[src/hw/rtl/bnss_pkg.sv]
package bnss_pkg;

  localparam int FIRST_SLAVE  = 0;
  localparam int SLAVE_IDS    = 128;
  localparam int INFO_SLOTS   = 16;
  localparam int SCAN_RETRIES = 3;

  localparam int IDX_W   = (SLAVE_IDS > 1) ? $clog2(SLAVE_IDS) : 1;
  localparam int SLOT_W  = (INFO_SLOTS > 1) ? $clog2(INFO_SLOTS) : 1;
  localparam int CNT_W   = $clog2(SLAVE_IDS + 1);
  localparam int CFG_IDX_W = 1;

  localparam logic [7:0] FIRST_ID    = 8'(FIRST_SLAVE);
  localparam logic [7:0] LAST_ID     = 8'(FIRST_SLAVE + SLAVE_IDS - 1);
  localparam logic [7:0] ID_LIMIT    = 8'd128;
  localparam logic [7:0] NIBBLE_MASK = 8'h0f;
  localparam logic [7:0] DISABLED    = 8'hff;
  localparam logic [7:0] ENTRY_INIT  = 8'(255 - SCAN_RETRIES);
  localparam logic [7:0] SLOT_LIMIT  = 8'(INFO_SLOTS);
  localparam logic [7:0] NODE_ID_RESET = 8'hff;
  localparam logic [15:0] TIMEOUT_RESET = 16'd5000;
  localparam logic [15:0] COUNT_ZERO    = 16'h0000;
  localparam logic [15:0] COUNT_MAX     = 16'hffff;

  localparam logic [CFG_IDX_W-1:0] CFG_NODE_ID = 1'b0;
  localparam logic [CFG_IDX_W-1:0] CFG_TIMEOUT = 1'b1;

  localparam logic [2:0] OP_POLL      = 3'd0;
  localparam logic [2:0] OP_ACK       = 3'd1;
  localparam logic [2:0] OP_RECONNECT = 3'd2;
  localparam logic [2:0] OP_BUS_ERROR = 3'd3;
  localparam logic [2:0] OP_QUERY     = 3'd4;

  localparam logic [2:0] ACT_NONE     = 3'd0;
  localparam logic [2:0] ACT_PING     = 3'd1;
  localparam logic [2:0] ACT_RESEND   = 3'd2;
  localparam logic [2:0] ACT_RECORDED = 3'd3;
  localparam logic [2:0] ACT_FAILED   = 3'd4;

  localparam logic [2:0] QS_OK        = 3'd0;
  localparam logic [2:0] QS_NOT_CFG   = 3'd1;
  localparam logic [2:0] QS_NOT_MSTR  = 3'd2;
  localparam logic [2:0] QS_RANGE     = 3'd3;
  localparam logic [2:0] QS_NOT_AVAIL = 3'd4;

  localparam logic [1:0] BUS_RUN   = 2'd0;
  localparam logic [1:0] BUS_PANIC = 2'd1;
  localparam logic [1:0] BUS_OFF   = 2'd2;

  typedef struct packed {
    logic [2:0]  opcode;
    logic [7:0]  ack_sender;
    logic        ack_is_retry;
    logic [63:0] ack_data;
    logic [7:0]  query_slave;
  } in_item_t;

  typedef struct packed {
    logic [2:0]  action;
    logic [7:0]  target_slave;
    logic [3:0]  slot;
    logic        slots_full;
    logic        scan_complete;
    logic [1:0]  bus_state;
    logic [2:0]  query_status;
    logic [63:0] query_data;
  } out_item_t;

  typedef enum logic [3:0] {
    S_IDLE,
    S_DECODE,
    S_PROBE,
    S_BUMP,
    S_PONG,
    S_FAIL,
    S_CHECK,
    S_QENT,
    S_QINFO,
    S_REPLY
  } state_t;

  typedef struct packed {
    logic load;
    logic tick;
    logic advance;
    logic ping;
    logic resend;
    logic fail;
    logic bump;
    logic pong;
    logic check;
    logic set_off;
    logic clear;
    logic qpre;
    logic qna;
    logic qdata;
    logic emit;
  } cmd_t;

  typedef struct packed {
    logic [2:0] op;
    logic       waiting;
    logic       master;
    logic       off;
    logic       scan_done;
    logic       tmo;
    logic       match;
    logic       retry;
    logic       pending_hit;
    logic       q_pre_ok;
    logic       q_avail;
  } stat_t;

endpackage

[src/hw/rtl/bnss_ram.sv]
module bnss_ram #(
  parameter int WIDTH = 8,
  parameter int DEPTH = 16,
  localparam int AW = (DEPTH > 1) ? $clog2(DEPTH) : 1
) (
  input  logic             clk,
  input  logic             we,
  input  logic [AW-1:0]    waddr,
  input  logic [WIDTH-1:0] wdata,
  input  logic [AW-1:0]    raddr,
  output logic [WIDTH-1:0] rdata
);

  logic [WIDTH-1:0] mem [DEPTH];
  logic [WIDTH-1:0] rdata_r;

  always_ff @(posedge clk) begin
    if (we) begin
      mem[waddr] <= wdata;
    end
    rdata_r <= mem[raddr];
  end

  assign rdata = rdata_r;

endmodule

[src/hw/rtl/bnss_ctrl.sv]
module bnss_ctrl (
  input  logic           clk,
  input  logic           rst_n,
  input  logic           start,
  input  bnss_pkg::stat_t stat,
  output bnss_pkg::cmd_t  cmd,
  output logic           busy
);

  bnss_pkg::state_t state_r, state_nxt;

  always_ff @(posedge clk) begin
    if (!rst_n) begin
      state_r <= bnss_pkg::S_IDLE;
    end else begin
      state_r <= state_nxt;
    end
  end

  always_comb begin
    state_nxt = state_r;
    case (state_r)
      bnss_pkg::S_IDLE: begin
        if (start) begin
          state_nxt = bnss_pkg::S_DECODE;
        end
      end
      bnss_pkg::S_DECODE: begin
        case (stat.op)
          bnss_pkg::OP_POLL: begin
            if (stat.waiting) begin
              state_nxt = (!stat.master || stat.off || stat.tmo) ?
                          bnss_pkg::S_FAIL : bnss_pkg::S_REPLY;
            end else if (stat.master && !stat.scan_done) begin
              state_nxt = bnss_pkg::S_PROBE;
            end else begin
              state_nxt = bnss_pkg::S_REPLY;
            end
          end
          bnss_pkg::OP_ACK: begin
            if (!stat.waiting) begin
              state_nxt = bnss_pkg::S_REPLY;
            end else if (!stat.master || stat.off) begin
              state_nxt = bnss_pkg::S_FAIL;
            end else if (stat.match && !stat.retry) begin
              state_nxt = bnss_pkg::S_PONG;
            end else begin
              state_nxt = bnss_pkg::S_REPLY;
            end
          end
          bnss_pkg::OP_BUS_ERROR: begin
            state_nxt = stat.waiting ? bnss_pkg::S_FAIL : bnss_pkg::S_REPLY;
          end
          bnss_pkg::OP_QUERY: begin
            state_nxt = stat.q_pre_ok ? bnss_pkg::S_QENT : bnss_pkg::S_REPLY;
          end
          default: begin
            state_nxt = bnss_pkg::S_REPLY;
          end
        endcase
      end
      bnss_pkg::S_PROBE: begin
        state_nxt = stat.pending_hit ? bnss_pkg::S_BUMP : bnss_pkg::S_CHECK;
      end
      bnss_pkg::S_BUMP: begin
        state_nxt = stat.off ? bnss_pkg::S_FAIL : bnss_pkg::S_REPLY;
      end
      bnss_pkg::S_PONG: begin
        state_nxt = bnss_pkg::S_CHECK;
      end
      bnss_pkg::S_FAIL: begin
        state_nxt = bnss_pkg::S_CHECK;
      end
      bnss_pkg::S_CHECK: begin
        state_nxt = bnss_pkg::S_REPLY;
      end
      bnss_pkg::S_QENT: begin
        state_nxt = stat.q_avail ? bnss_pkg::S_QINFO : bnss_pkg::S_REPLY;
      end
      bnss_pkg::S_QINFO: begin
        state_nxt = bnss_pkg::S_REPLY;
      end
      bnss_pkg::S_REPLY: begin
        state_nxt = bnss_pkg::S_IDLE;
      end
      default: begin
        state_nxt = bnss_pkg::S_IDLE;
      end
    endcase
  end

  always_comb begin
    cmd = '0;
    case (state_r)
      bnss_pkg::S_IDLE: begin
        cmd.load = start;
      end
      bnss_pkg::S_DECODE: begin
        case (stat.op)
          bnss_pkg::OP_POLL: begin
            if (stat.waiting) begin
              cmd.tick = stat.master && !stat.off && !stat.tmo;
            end else begin
              cmd.advance = stat.master && !stat.scan_done;
            end
          end
          bnss_pkg::OP_ACK: begin
            cmd.resend = stat.waiting && stat.master && !stat.off &&
                         stat.match && stat.retry;
          end
          bnss_pkg::OP_RECONNECT: begin
            cmd.clear = 1'b1;
          end
          bnss_pkg::OP_BUS_ERROR: begin
            cmd.set_off = 1'b1;
          end
          bnss_pkg::OP_QUERY: begin
            cmd.qpre = !stat.q_pre_ok;
          end
          default: begin
            cmd = '0;
          end
        endcase
      end
      bnss_pkg::S_BUMP: begin
        cmd.bump = 1'b1;
        cmd.ping = !stat.off;
      end
      bnss_pkg::S_PONG: begin
        cmd.pong = 1'b1;
      end
      bnss_pkg::S_FAIL: begin
        cmd.fail = 1'b1;
      end
      bnss_pkg::S_CHECK: begin
        cmd.check = 1'b1;
      end
      bnss_pkg::S_QENT: begin
        cmd.qna = !stat.q_avail;
      end
      bnss_pkg::S_QINFO: begin
        cmd.qdata = 1'b1;
      end
      bnss_pkg::S_REPLY: begin
        cmd.emit = 1'b1;
      end
      default: begin
        cmd = '0;
      end
    endcase
  end

  assign busy = (state_r != bnss_pkg::S_IDLE);

endmodule

[src/hw/rtl/bnss_dp.sv]
module bnss_dp (
  input  logic                                clk,
  input  logic                                rst_n,
  input  logic                                cfg_we,
  input  logic [bnss_pkg::CFG_IDX_W-1:0]      cfg_index,
  input  logic [15:0]                         cfg_wdata,
  input  bnss_pkg::in_item_t                  in_item,
  input  bnss_pkg::cmd_t                      cmd,
  output bnss_pkg::stat_t                     stat,
  output logic                                out_strobe,
  output bnss_pkg::out_item_t                 out_item
);

  localparam int IDX_W  = bnss_pkg::IDX_W;
  localparam int SLOT_W = bnss_pkg::SLOT_W;
  localparam int CNT_W  = bnss_pkg::CNT_W;
  localparam int NS     = bnss_pkg::SLAVE_IDS;
  localparam int NI     = bnss_pkg::INFO_SLOTS;
  localparam logic [CNT_W-1:0] CNT_ONE  = CNT_W'(1);
  localparam logic [CNT_W-1:0] CNT_FULL = CNT_W'(NS);

  logic [7:0]          node_id_r, node_id_nxt;
  logic [15:0]         timeout_r, timeout_nxt;
  bnss_pkg::in_item_t  item_r, item_nxt;
  logic [7:0]          search_r, search_nxt;
  logic                waiting_r, waiting_nxt;
  logic [15:0]         wcnt_r, wcnt_nxt;
  logic                scan_done_r, scan_done_nxt;
  logic                panic_r, panic_nxt;
  logic                off_r, off_nxt;
  logic [NS-1:0]       valid_r, valid_nxt;
  logic [NS-1:0]       pending_r, pending_nxt;
  logic [CNT_W-1:0]    pcnt_r, pcnt_nxt;
  logic [NI-1:0]       used_r, used_nxt;
  bnss_pkg::out_item_t res_r, res_nxt;
  bnss_pkg::out_item_t out_item_r, out_item_nxt;
  logic                out_strobe_r, out_strobe_nxt;

  logic [IDX_W-1:0]  search_idx;
  logic [IDX_W-1:0]  q_idx;
  logic [IDX_W-1:0]  node_idx;
  logic [IDX_W-1:0]  ent_raddr;
  logic [7:0]        ent_q;
  logic [7:0]        ent_cur;
  logic [7:0]        bump_val;
  logic [7:0]        ent_wdata;
  logic              ent_we;
  logic [SLOT_W-1:0] slot_sel;
  logic              slot_found;
  logic [63:0]       info_q;
  logic              info_we;
  logic [7:0]        adv1;
  logic [7:0]        adv2;
  logic [7:0]        search_adv;
  logic              master;
  logic              node_in;
  logic              done_cond;
  logic [15:0]       limit;
  logic [15:0]       wcnt_inc;
  logic              q_in_range;
  logic [2:0]        q_pre;

  assign search_idx = IDX_W'(search_r - bnss_pkg::FIRST_ID);
  assign q_idx      = IDX_W'(item_r.query_slave - bnss_pkg::FIRST_ID);
  assign node_idx   = IDX_W'(node_id_r - bnss_pkg::FIRST_ID);
  assign ent_raddr  = (item_r.opcode == bnss_pkg::OP_QUERY) ? q_idx : search_idx;
  assign ent_cur    = valid_r[ent_raddr] ? ent_q : bnss_pkg::ENTRY_INIT;
  assign bump_val   = ent_cur + 8'd1;

  always_comb begin
    slot_sel = '0;
    for (int i = NI - 1; i >= 0; i--) begin
      if (!used_r[i]) begin
        slot_sel = SLOT_W'(i);
      end
    end
  end

  assign slot_found = !(&used_r);
  assign ent_we     = cmd.bump || cmd.pong;
  assign ent_wdata  = cmd.bump ? bump_val :
                      (slot_found ? 8'(slot_sel) : bnss_pkg::DISABLED);
  assign info_we    = cmd.pong && slot_found;

  bnss_ram #(.WIDTH(8), .DEPTH(NS)) u_entry_ram (
    .clk   (clk),
    .we    (ent_we),
    .waddr (search_idx),
    .wdata (ent_wdata),
    .raddr (ent_raddr),
    .rdata (ent_q)
  );

  bnss_ram #(.WIDTH(64), .DEPTH(NI)) u_info_ram (
    .clk   (clk),
    .we    (info_we),
    .waddr (slot_sel),
    .wdata (item_r.ack_data),
    .raddr (ent_cur[SLOT_W-1:0]),
    .rdata (info_q)
  );

  assign adv1 = (search_r >= bnss_pkg::LAST_ID || search_r < bnss_pkg::FIRST_ID) ?
                bnss_pkg::FIRST_ID : search_r + 8'd1;
  assign adv2 = (adv1 >= bnss_pkg::LAST_ID || adv1 < bnss_pkg::FIRST_ID) ?
                bnss_pkg::FIRST_ID : adv1 + 8'd1;
  assign search_adv = (adv1 == node_id_r) ? adv2 : adv1;

  assign master    = (node_id_r < bnss_pkg::ID_LIMIT) &&
                     ((node_id_r & bnss_pkg::NIBBLE_MASK) == 8'd0);
  assign node_in   = (node_id_r >= bnss_pkg::FIRST_ID) && (node_id_r <= bnss_pkg::LAST_ID);
  assign done_cond = (pcnt_r == '0) ||
                     ((pcnt_r == CNT_ONE) && node_in && pending_r[node_idx]);
  assign limit     = (timeout_r == bnss_pkg::COUNT_ZERO) ? 16'd1 : timeout_r;
  assign wcnt_inc  = (wcnt_r == bnss_pkg::COUNT_MAX) ? wcnt_r : wcnt_r + 16'd1;

  assign q_in_range = (item_r.query_slave >= bnss_pkg::FIRST_ID) &&
                      (item_r.query_slave <= bnss_pkg::LAST_ID);

  always_comb begin
    if (node_id_r >= bnss_pkg::ID_LIMIT) begin
      q_pre = bnss_pkg::QS_NOT_CFG;
    end else if ((node_id_r & bnss_pkg::NIBBLE_MASK) != 8'd0) begin
      q_pre = bnss_pkg::QS_NOT_MSTR;
    end else if (!q_in_range) begin
      q_pre = bnss_pkg::QS_RANGE;
    end else begin
      q_pre = bnss_pkg::QS_OK;
    end
  end

  always_comb begin
    stat.op          = item_r.opcode;
    stat.waiting     = waiting_r;
    stat.master      = master;
    stat.off         = off_r;
    stat.scan_done   = scan_done_r;
    stat.tmo         = (wcnt_inc >= limit);
    stat.match       = (item_r.ack_sender == search_r);
    stat.retry       = item_r.ack_is_retry;
    stat.pending_hit = pending_r[search_idx];
    stat.q_pre_ok    = (q_pre == bnss_pkg::QS_OK);
    stat.q_avail     = (ent_cur < bnss_pkg::ID_LIMIT) && (ent_cur < bnss_pkg::SLOT_LIMIT);
  end

  always_comb begin
    node_id_nxt    = node_id_r;
    timeout_nxt    = timeout_r;
    item_nxt       = item_r;
    search_nxt     = search_r;
    waiting_nxt    = waiting_r;
    wcnt_nxt       = wcnt_r;
    scan_done_nxt  = scan_done_r;
    panic_nxt      = panic_r;
    off_nxt        = off_r;
    valid_nxt      = valid_r;
    pending_nxt    = pending_r;
    pcnt_nxt       = pcnt_r;
    used_nxt       = used_r;
    res_nxt        = res_r;
    out_item_nxt   = out_item_r;
    out_strobe_nxt = cmd.emit;

    if (cfg_we) begin
      case (cfg_index)
        bnss_pkg::CFG_NODE_ID: node_id_nxt = cfg_wdata[7:0];
        bnss_pkg::CFG_TIMEOUT: timeout_nxt = cfg_wdata;
        default: node_id_nxt = node_id_r;
      endcase
    end

    if (cmd.load) begin
      item_nxt = in_item;
      res_nxt  = '0;
    end
    if (cmd.tick) begin
      wcnt_nxt = wcnt_inc;
    end
    if (cmd.advance) begin
      search_nxt = search_adv;
    end
    if (cmd.bump) begin
      valid_nxt[search_idx] = 1'b1;
      if (bump_val == bnss_pkg::DISABLED) begin
        pending_nxt[search_idx] = 1'b0;
        pcnt_nxt = pcnt_r - CNT_ONE;
      end
    end
    if (cmd.ping) begin
      waiting_nxt          = 1'b1;
      wcnt_nxt             = bnss_pkg::COUNT_ZERO;
      res_nxt.action       = bnss_pkg::ACT_PING;
      res_nxt.target_slave = search_r;
    end
    if (cmd.resend) begin
      wcnt_nxt             = bnss_pkg::COUNT_ZERO;
      res_nxt.action       = bnss_pkg::ACT_RESEND;
      res_nxt.target_slave = search_r;
    end
    if (cmd.pong) begin
      res_nxt.action        = bnss_pkg::ACT_RECORDED;
      res_nxt.target_slave  = search_r;
      valid_nxt[search_idx] = 1'b1;
      if (slot_found) begin
        res_nxt.slot       = 4'(slot_sel);
        used_nxt[slot_sel] = (item_r.ack_data[7:0] != 8'd0);
      end else begin
        res_nxt.slots_full = 1'b1;
      end
      if (pending_r[search_idx]) begin
        pending_nxt[search_idx] = 1'b0;
        pcnt_nxt = pcnt_r - CNT_ONE;
      end
      waiting_nxt = 1'b0;
      wcnt_nxt    = bnss_pkg::COUNT_ZERO;
    end
    if (cmd.fail) begin
      res_nxt.action       = bnss_pkg::ACT_FAILED;
      res_nxt.target_slave = search_r;
      waiting_nxt          = 1'b0;
      wcnt_nxt             = bnss_pkg::COUNT_ZERO;
    end
    if (cmd.check && done_cond) begin
      scan_done_nxt = 1'b1;
    end
    if (cmd.set_off) begin
      panic_nxt = 1'b1;
      off_nxt   = 1'b1;
    end
    if (cmd.clear) begin
      scan_done_nxt = 1'b0;
      search_nxt    = bnss_pkg::DISABLED;
      waiting_nxt   = 1'b0;
      wcnt_nxt      = bnss_pkg::COUNT_ZERO;
      valid_nxt     = '0;
      pending_nxt   = '1;
      pcnt_nxt      = CNT_FULL;
      used_nxt      = '0;
    end
    if (cmd.qpre) begin
      res_nxt.query_status = q_pre;
    end
    if (cmd.qna) begin
      res_nxt.query_status = bnss_pkg::QS_NOT_AVAIL;
    end
    if (cmd.qdata) begin
      res_nxt.query_data = info_q;
    end
    if (cmd.emit) begin
      out_item_nxt               = res_r;
      out_item_nxt.scan_complete = scan_done_r;
      out_item_nxt.bus_state     = off_r ? bnss_pkg::BUS_OFF :
                                   (panic_r ? bnss_pkg::BUS_PANIC : bnss_pkg::BUS_RUN);
    end
  end

  always_ff @(posedge clk) begin
    if (!rst_n) begin
      node_id_r    <= bnss_pkg::NODE_ID_RESET;
      timeout_r    <= bnss_pkg::TIMEOUT_RESET;
      search_r     <= bnss_pkg::DISABLED;
      waiting_r    <= 1'b0;
      wcnt_r       <= bnss_pkg::COUNT_ZERO;
      scan_done_r  <= 1'b0;
      panic_r      <= 1'b0;
      off_r        <= 1'b0;
      valid_r      <= '0;
      pending_r    <= '1;
      pcnt_r       <= CNT_FULL;
      used_r       <= '0;
      out_strobe_r <= 1'b0;
    end else begin
      node_id_r    <= node_id_nxt;
      timeout_r    <= timeout_nxt;
      search_r     <= search_nxt;
      waiting_r    <= waiting_nxt;
      wcnt_r       <= wcnt_nxt;
      scan_done_r  <= scan_done_nxt;
      panic_r      <= panic_nxt;
      off_r        <= off_nxt;
      valid_r      <= valid_nxt;
      pending_r    <= pending_nxt;
      pcnt_r       <= pcnt_nxt;
      used_r       <= used_nxt;
      out_strobe_r <= out_strobe_nxt;
    end
  end

  always_ff @(posedge clk) begin
    item_r     <= item_nxt;
    res_r      <= res_nxt;
    out_item_r <= out_item_nxt;
  end

  assign out_strobe = out_strobe_r;
  assign out_item   = out_item_r;

endmodule

[src/hw/rtl/bus_node_slave_scan_engine.sv]
// Node scanner of a bus master. A word is taken when start is high while busy
// is low; the block then stays busy until its single result word appears on
// out_item with out_strobe high for one cycle. The steps that the sequencer
// walks are set by the opcode: a ping walks a slave table read and update, a
// pong writes the info store and runs the finished check, and a query reads
// the slave table and then the info store, each read through a registered
// memory output. busy falls in the cycle the result is shown, so the next
// word may be taken right then. There is no stall from the receiver: a
// result must be taken when strobed. Configuration writes on cfg_we take
// effect at once and belong to idle time.
module bus_node_slave_scan_engine (
  input  logic                           clk,
  input  logic                           rst_n,
  input  logic                           cfg_we,
  input  logic [bnss_pkg::CFG_IDX_W-1:0] cfg_index,
  input  logic [15:0]                    cfg_wdata,
  input  logic                           start,
  output logic                           busy,
  input  bnss_pkg::in_item_t             in_item,
  output logic                           out_strobe,
  output bnss_pkg::out_item_t            out_item
);

  bnss_pkg::cmd_t  cmd;
  bnss_pkg::stat_t stat;

  bnss_ctrl u_ctrl (
    .clk   (clk),
    .rst_n (rst_n),
    .start (start),
    .stat  (stat),
    .cmd   (cmd),
    .busy  (busy)
  );

  bnss_dp u_dp (
    .clk        (clk),
    .rst_n      (rst_n),
    .cfg_we     (cfg_we),
    .cfg_index  (cfg_index),
    .cfg_wdata  (cfg_wdata),
    .in_item    (in_item),
    .cmd        (cmd),
    .stat       (stat),
    .out_strobe (out_strobe),
    .out_item   (out_item)
  );

endmodule

[config.mk]
export PLATFORM = sky130hd
export DESIGN_NAME = bus_node_slave_scan_engine
export DESIGN_NICKNAME = d
export VERILOG_FILES = /design/src/hw/rtl/bnss_pkg.sv /design/src/hw/rtl/bnss_ram.sv /design/src/hw/rtl/bnss_ctrl.sv /design/src/hw/rtl/bnss_dp.sv /design/src/hw/rtl/bus_node_slave_scan_engine.sv
export SDC_FILE = /design/constraint.sdc
export NUM_CORES = 2
export LEC_CHECK = 0
export BUFFER_PORTS_ARGS = -buffer_cell sky130_fd_sc_hd__buf_4
export CELL_PAD_IN_SITES_DETAIL_PLACEMENT = 2
export CELL_PAD_IN_SITES_GLOBAL_PLACEMENT = 2
export CORE_ASPECT_RATIO = 1.4
export CORE_UTILIZATION = 40
export DETAILED_ROUTE_END_ITERATION = 8
export PLACE_DENSITY = 0.63
export SLEW_MARGIN = 20
export SYNTH_ARGS = -nofsm -noshare
export SYNTH_HDL_FRONTEND = slang
export SYNTH_HIERARCHICAL = 1
export SYNTH_SLANG_ARGS = --single-unit
[constraint.sdc]
create_clock -name clk -period 11.1 [get_ports clk]
set_clock_uncertainty 0.2 [all_clocks]
set_input_delay 2.22 -clock clk [delete_from_list [all_inputs] [get_ports clk]]
set_output_delay 2.22 -clock clk [all_outputs]
set_load 0.1 [all_outputs]
==> metrics.yaml <==
detailed_routing:
  drt-total-wl_mm: 318.1
  wire_per_inst_um: 32.75
  drc: 0
  drt-pass1-iter-count: 5
  antenna_left: 0
  vias: 56450
  dr.first_iter.drc_count: 4603
  viasPerCell: 5.811
floorplan:
  rows: 222
  initial_core_util: 0.4023
  fp.dieW_um: 435.4
  dieArea_um2: 265000
  core_area_um2: 261400
  die_h_um: 608.7
  io_pins: 193
timing:
  fin_crit_ns: 8.849
  slew_headroom: 0.2340
  rsz0062_at_grt: "no"
  timing.final.max_slew_violations: 0
  setup_tns_ns: 0
  fin_hold_ws_ns: 0.1987
  max_freq_mhz: 113.0
  setup_violations: 0
  hold_viol: 0
  tightestPinTransition_ns: 1.145
  period_share: 0.7973
worst_setup_path:
  worstSetupStartpointType: "flop"
  crit_type: "flop to flop"
  end_kind: "flop"
  critPathRequiredTime_ns: 11.59
  cp_max_fo: 55
  cp.arrival_ns: 9.34
placed_design:
  dp_hpwl_mm: 187.2
  io_buffer_count: 192
  numPlacedInstances: 9226
  gp_congestion: 0.7781
  place_area_um2: 110600
layout:
  fillers: 23730
  syn_to_final_growth_pct: 13.43
  multi_input_area_um2: 26530
  drive_gt1_frac: 0.2344
  fin_cells: 9715
  final_nets: 6162
  seqCellArea_um2: 77170
  fin_area_um2: 119300
min_path:
  hold_path.class: "flop to flop"
cts:
  cts_repair_resize_count: 0
  cts-root-buf: "clkbuf_16"
  cts_post_setup_buffers_inserted: 0
  cts_max_level: 5
  numClockSinks: 2709
  cts_buffers: 273
  clock_latency_ns: 0.86
  clk_pin_slew_ns: 0.06
  cts_buffer_depth: 4
  cts_tree: "yes"
  cts_hold_buffers: 0
synth:
  yosysTopAreaCell: "edfxtp_1"
  ys_async_sr_fraction: 0
  synth_most_common_cell: "edfxtp_1"
  syn-cell-area_um2: 105200
  syn_avg_cell_area_um2: 18.18
  synth.top_cells.by_area: "edfxtp_1, mux4_2, dfxtp_1"
  synth_edf_count: 2290
  yosysTopAreaCellShare: 0.6539
  synth_flop_cell: "edfxtp_1"
  yosysUniqueCellTypes: 85
  synth_seq_area_share: 0.7337
  ys_ff_latch: 2709
  syn_nets: 5913
  syn_inst: 5785
  synthTopCellsByCount: "edfxtp_1, mux4_2, nor2_1, dfxtp_1, nand2_1"
  yosysWarnings: 6
job:
  drv_cap: 0
global_routing:
  grt_pass1_wl_mm: 457.6
  grt_max_degree: 219
  grt_overflow_total: 0
  antenna_found_initial: 13
  first_global_vias: 61980
  grt_util_all_layers: 0.2378
power_and_ir_drop:
  power.leakage_nw: 38.82
  peakVddDrop_v: 0.0001296
  power_density_nw_per_um2: 179.6
status:
  status: "finished, final reports clean"
## registers in the layout (all words and copies together) (netlist names)
| name | flops |
|---|---|
| u_ctrl/state_r | 4 |
| u_dp/item_r | 80 |
| u_dp/node_id_r | 8 |
| u_dp/off_r | 1 |
| u_dp/out_item | 86 |
| u_dp/out_strobe | 1 |
| u_dp/pcnt_r | 8 |
| u_dp/pending_r | 128 |
| u_dp/res_r | 83 |
| u_dp/scan_done_r | 1 |
| u_dp/search_r | 8 |
| u_dp/stat | 4 |
| u_dp/timeout_r | 16 |
| u_dp/u_entry_ram/mem | 1024 |
| u_dp/u_entry_ram/rdata | 8 |
| u_dp/u_info_ram/mem | 1024 |
| u_dp/u_info_ram/rdata | 64 |
| u_dp/used_r | 16 |
| u_dp/valid_r | 128 |
| u_dp/waiting_r | 1 |
| u_dp/wcnt_r | 16 |
## where the power goes
part	internal (mW)	leakage (nW)	total [mW]	switching, mW
clock	5.16	4.17	9.13	3.97
sequential	11.2	24.7	11.3	0.165
combinational	0.381	9.94	0.989	0.608
total	16.7	38.8	21.4	4.74
## layer usage
layer  track usage  vias to the layer above  part of all wire
li1              -                    23650                 -
met1        0.3012                    30840              0.40
met2        0.4300                     1514              0.53
met3       0.02875                      441             0.042
met4       0.06079                        4             0.025
met5             0                        -          0.000085
## worst max-delay path: stages (launching register included)
cell and delay [ns]:
edfxtp_1 0.57, nor3b_4 0.72, mux2i_2 0.73, clkinv_2 0.87, buf_4 0.65, nand4_1 0.17, o211a_1 0.17, nor4_1 0.06
o211ai_2 0.64, and2_4 0.77, ha_1 0.52, a31oi_1 0.18, nor4_1 0.45, mux2i_2 0.25, o21ai_4 0.75, buf_4 0.66
a31oi_1 0.21
## final cells by class
type,count,share of cell area
diodes,5,0.0001049
clock buffers,357,0.06204
clock inverters,122,0.009566
inverters,53,0.001836
multi-input cells,2677,0.2224
flip-flops and latches,2709,0.6469
well taps,3472,0.03642
repair buffers,320,0.02080
## per-stage QoR
stage	setup WS, ns	util	power [mW]
after global placement	2.382	0.4233	12.50
after detailed placement	2.246	0.4233	12.54
after floorplan	2.734	-	12.13
after global routing	1.520	0.4564	22.02
final	2.251	0.4564	21.43
after CTS	2.072	0.4560	21.68
## cells in the final DEF, fill, tap and decap left out, types with 13 or more instances in the layout
| master | n |
|---|---|
| nor2b_1 | 20 |
| nor2_1 | 547 |
| mux2i_1 | 96 |
| and2_1 | 71 |
| nor4_1 | 13 |
| inv_1 | 43 |
| xor2_1 | 17 |
| clkinv_1 | 43 |
| mux4_2 | 643 |
| nor3_1 | 80 |
| buf_4 | 311 |
| a21oi_1 | 218 |
| dfxtp_1 | 413 |
| nor2_4 | 13 |
| o21ai_0 | 31 |
| a31oi_1 | 97 |
| a21boi_0 | 16 |
| edfxtp_1 | 2290 |
| ha_1 | 23 |
| clkbuf_16 | 281 |
| o22ai_1 | 22 |
| o221ai_1 | 29 |
| bufinv_16 | 19 |
| clkinv_2 | 41 |
| xnor2_1 | 30 |
| mux2_2 | 33 |
| nand3_1 | 72 |
| clkbuf_1 | 67 |
| a22oi_1 | 131 |
| nand4_1 | 22 |
| nand2b_1 | 23 |
| nand2_1 | 222 |
## logic make-up (layout without fill, tap and decap cells)
kind of cell	after synthesis	in the layout	share of synthesized area
DFF	2709	2709	0.7337
and+or+nand+nor	1168	1168	0.04986
muxes	775	775	0.1507
AOI/OAI and AO/OA	663	663	0.04145
buffers and inverters	399	852	0.01761
xor gates and xnor gates	47	47	0.003914
adders and majority gates	23	23	0.002737
other	1	6	0.00003566
## worst paths after layout
check | from | endpoint | slack [ns] | cells past startpoint
max | u_dp/stat[10]$_DFFE_PP_ | u_dp/pending_r[45]$_SDFF_PP1_ | 2.25 | 16
min | u_dp/res_r[82]$_DFFE_PP_ | u_dp/out_item[82]$_DFFE_PP_ | 0.20 | 0
max reg2reg | u_dp/stat[10]$_DFFE_PP_ | u_dp/pending_r[45]$_SDFF_PP1_ | 2.25 | 16
min reg2reg | u_dp/res_r[82]$_DFFE_PP_ | u_dp/out_item[82]$_DFFE_PP_ | 0.20 | 0
Power figures use the tool's default switching activity.
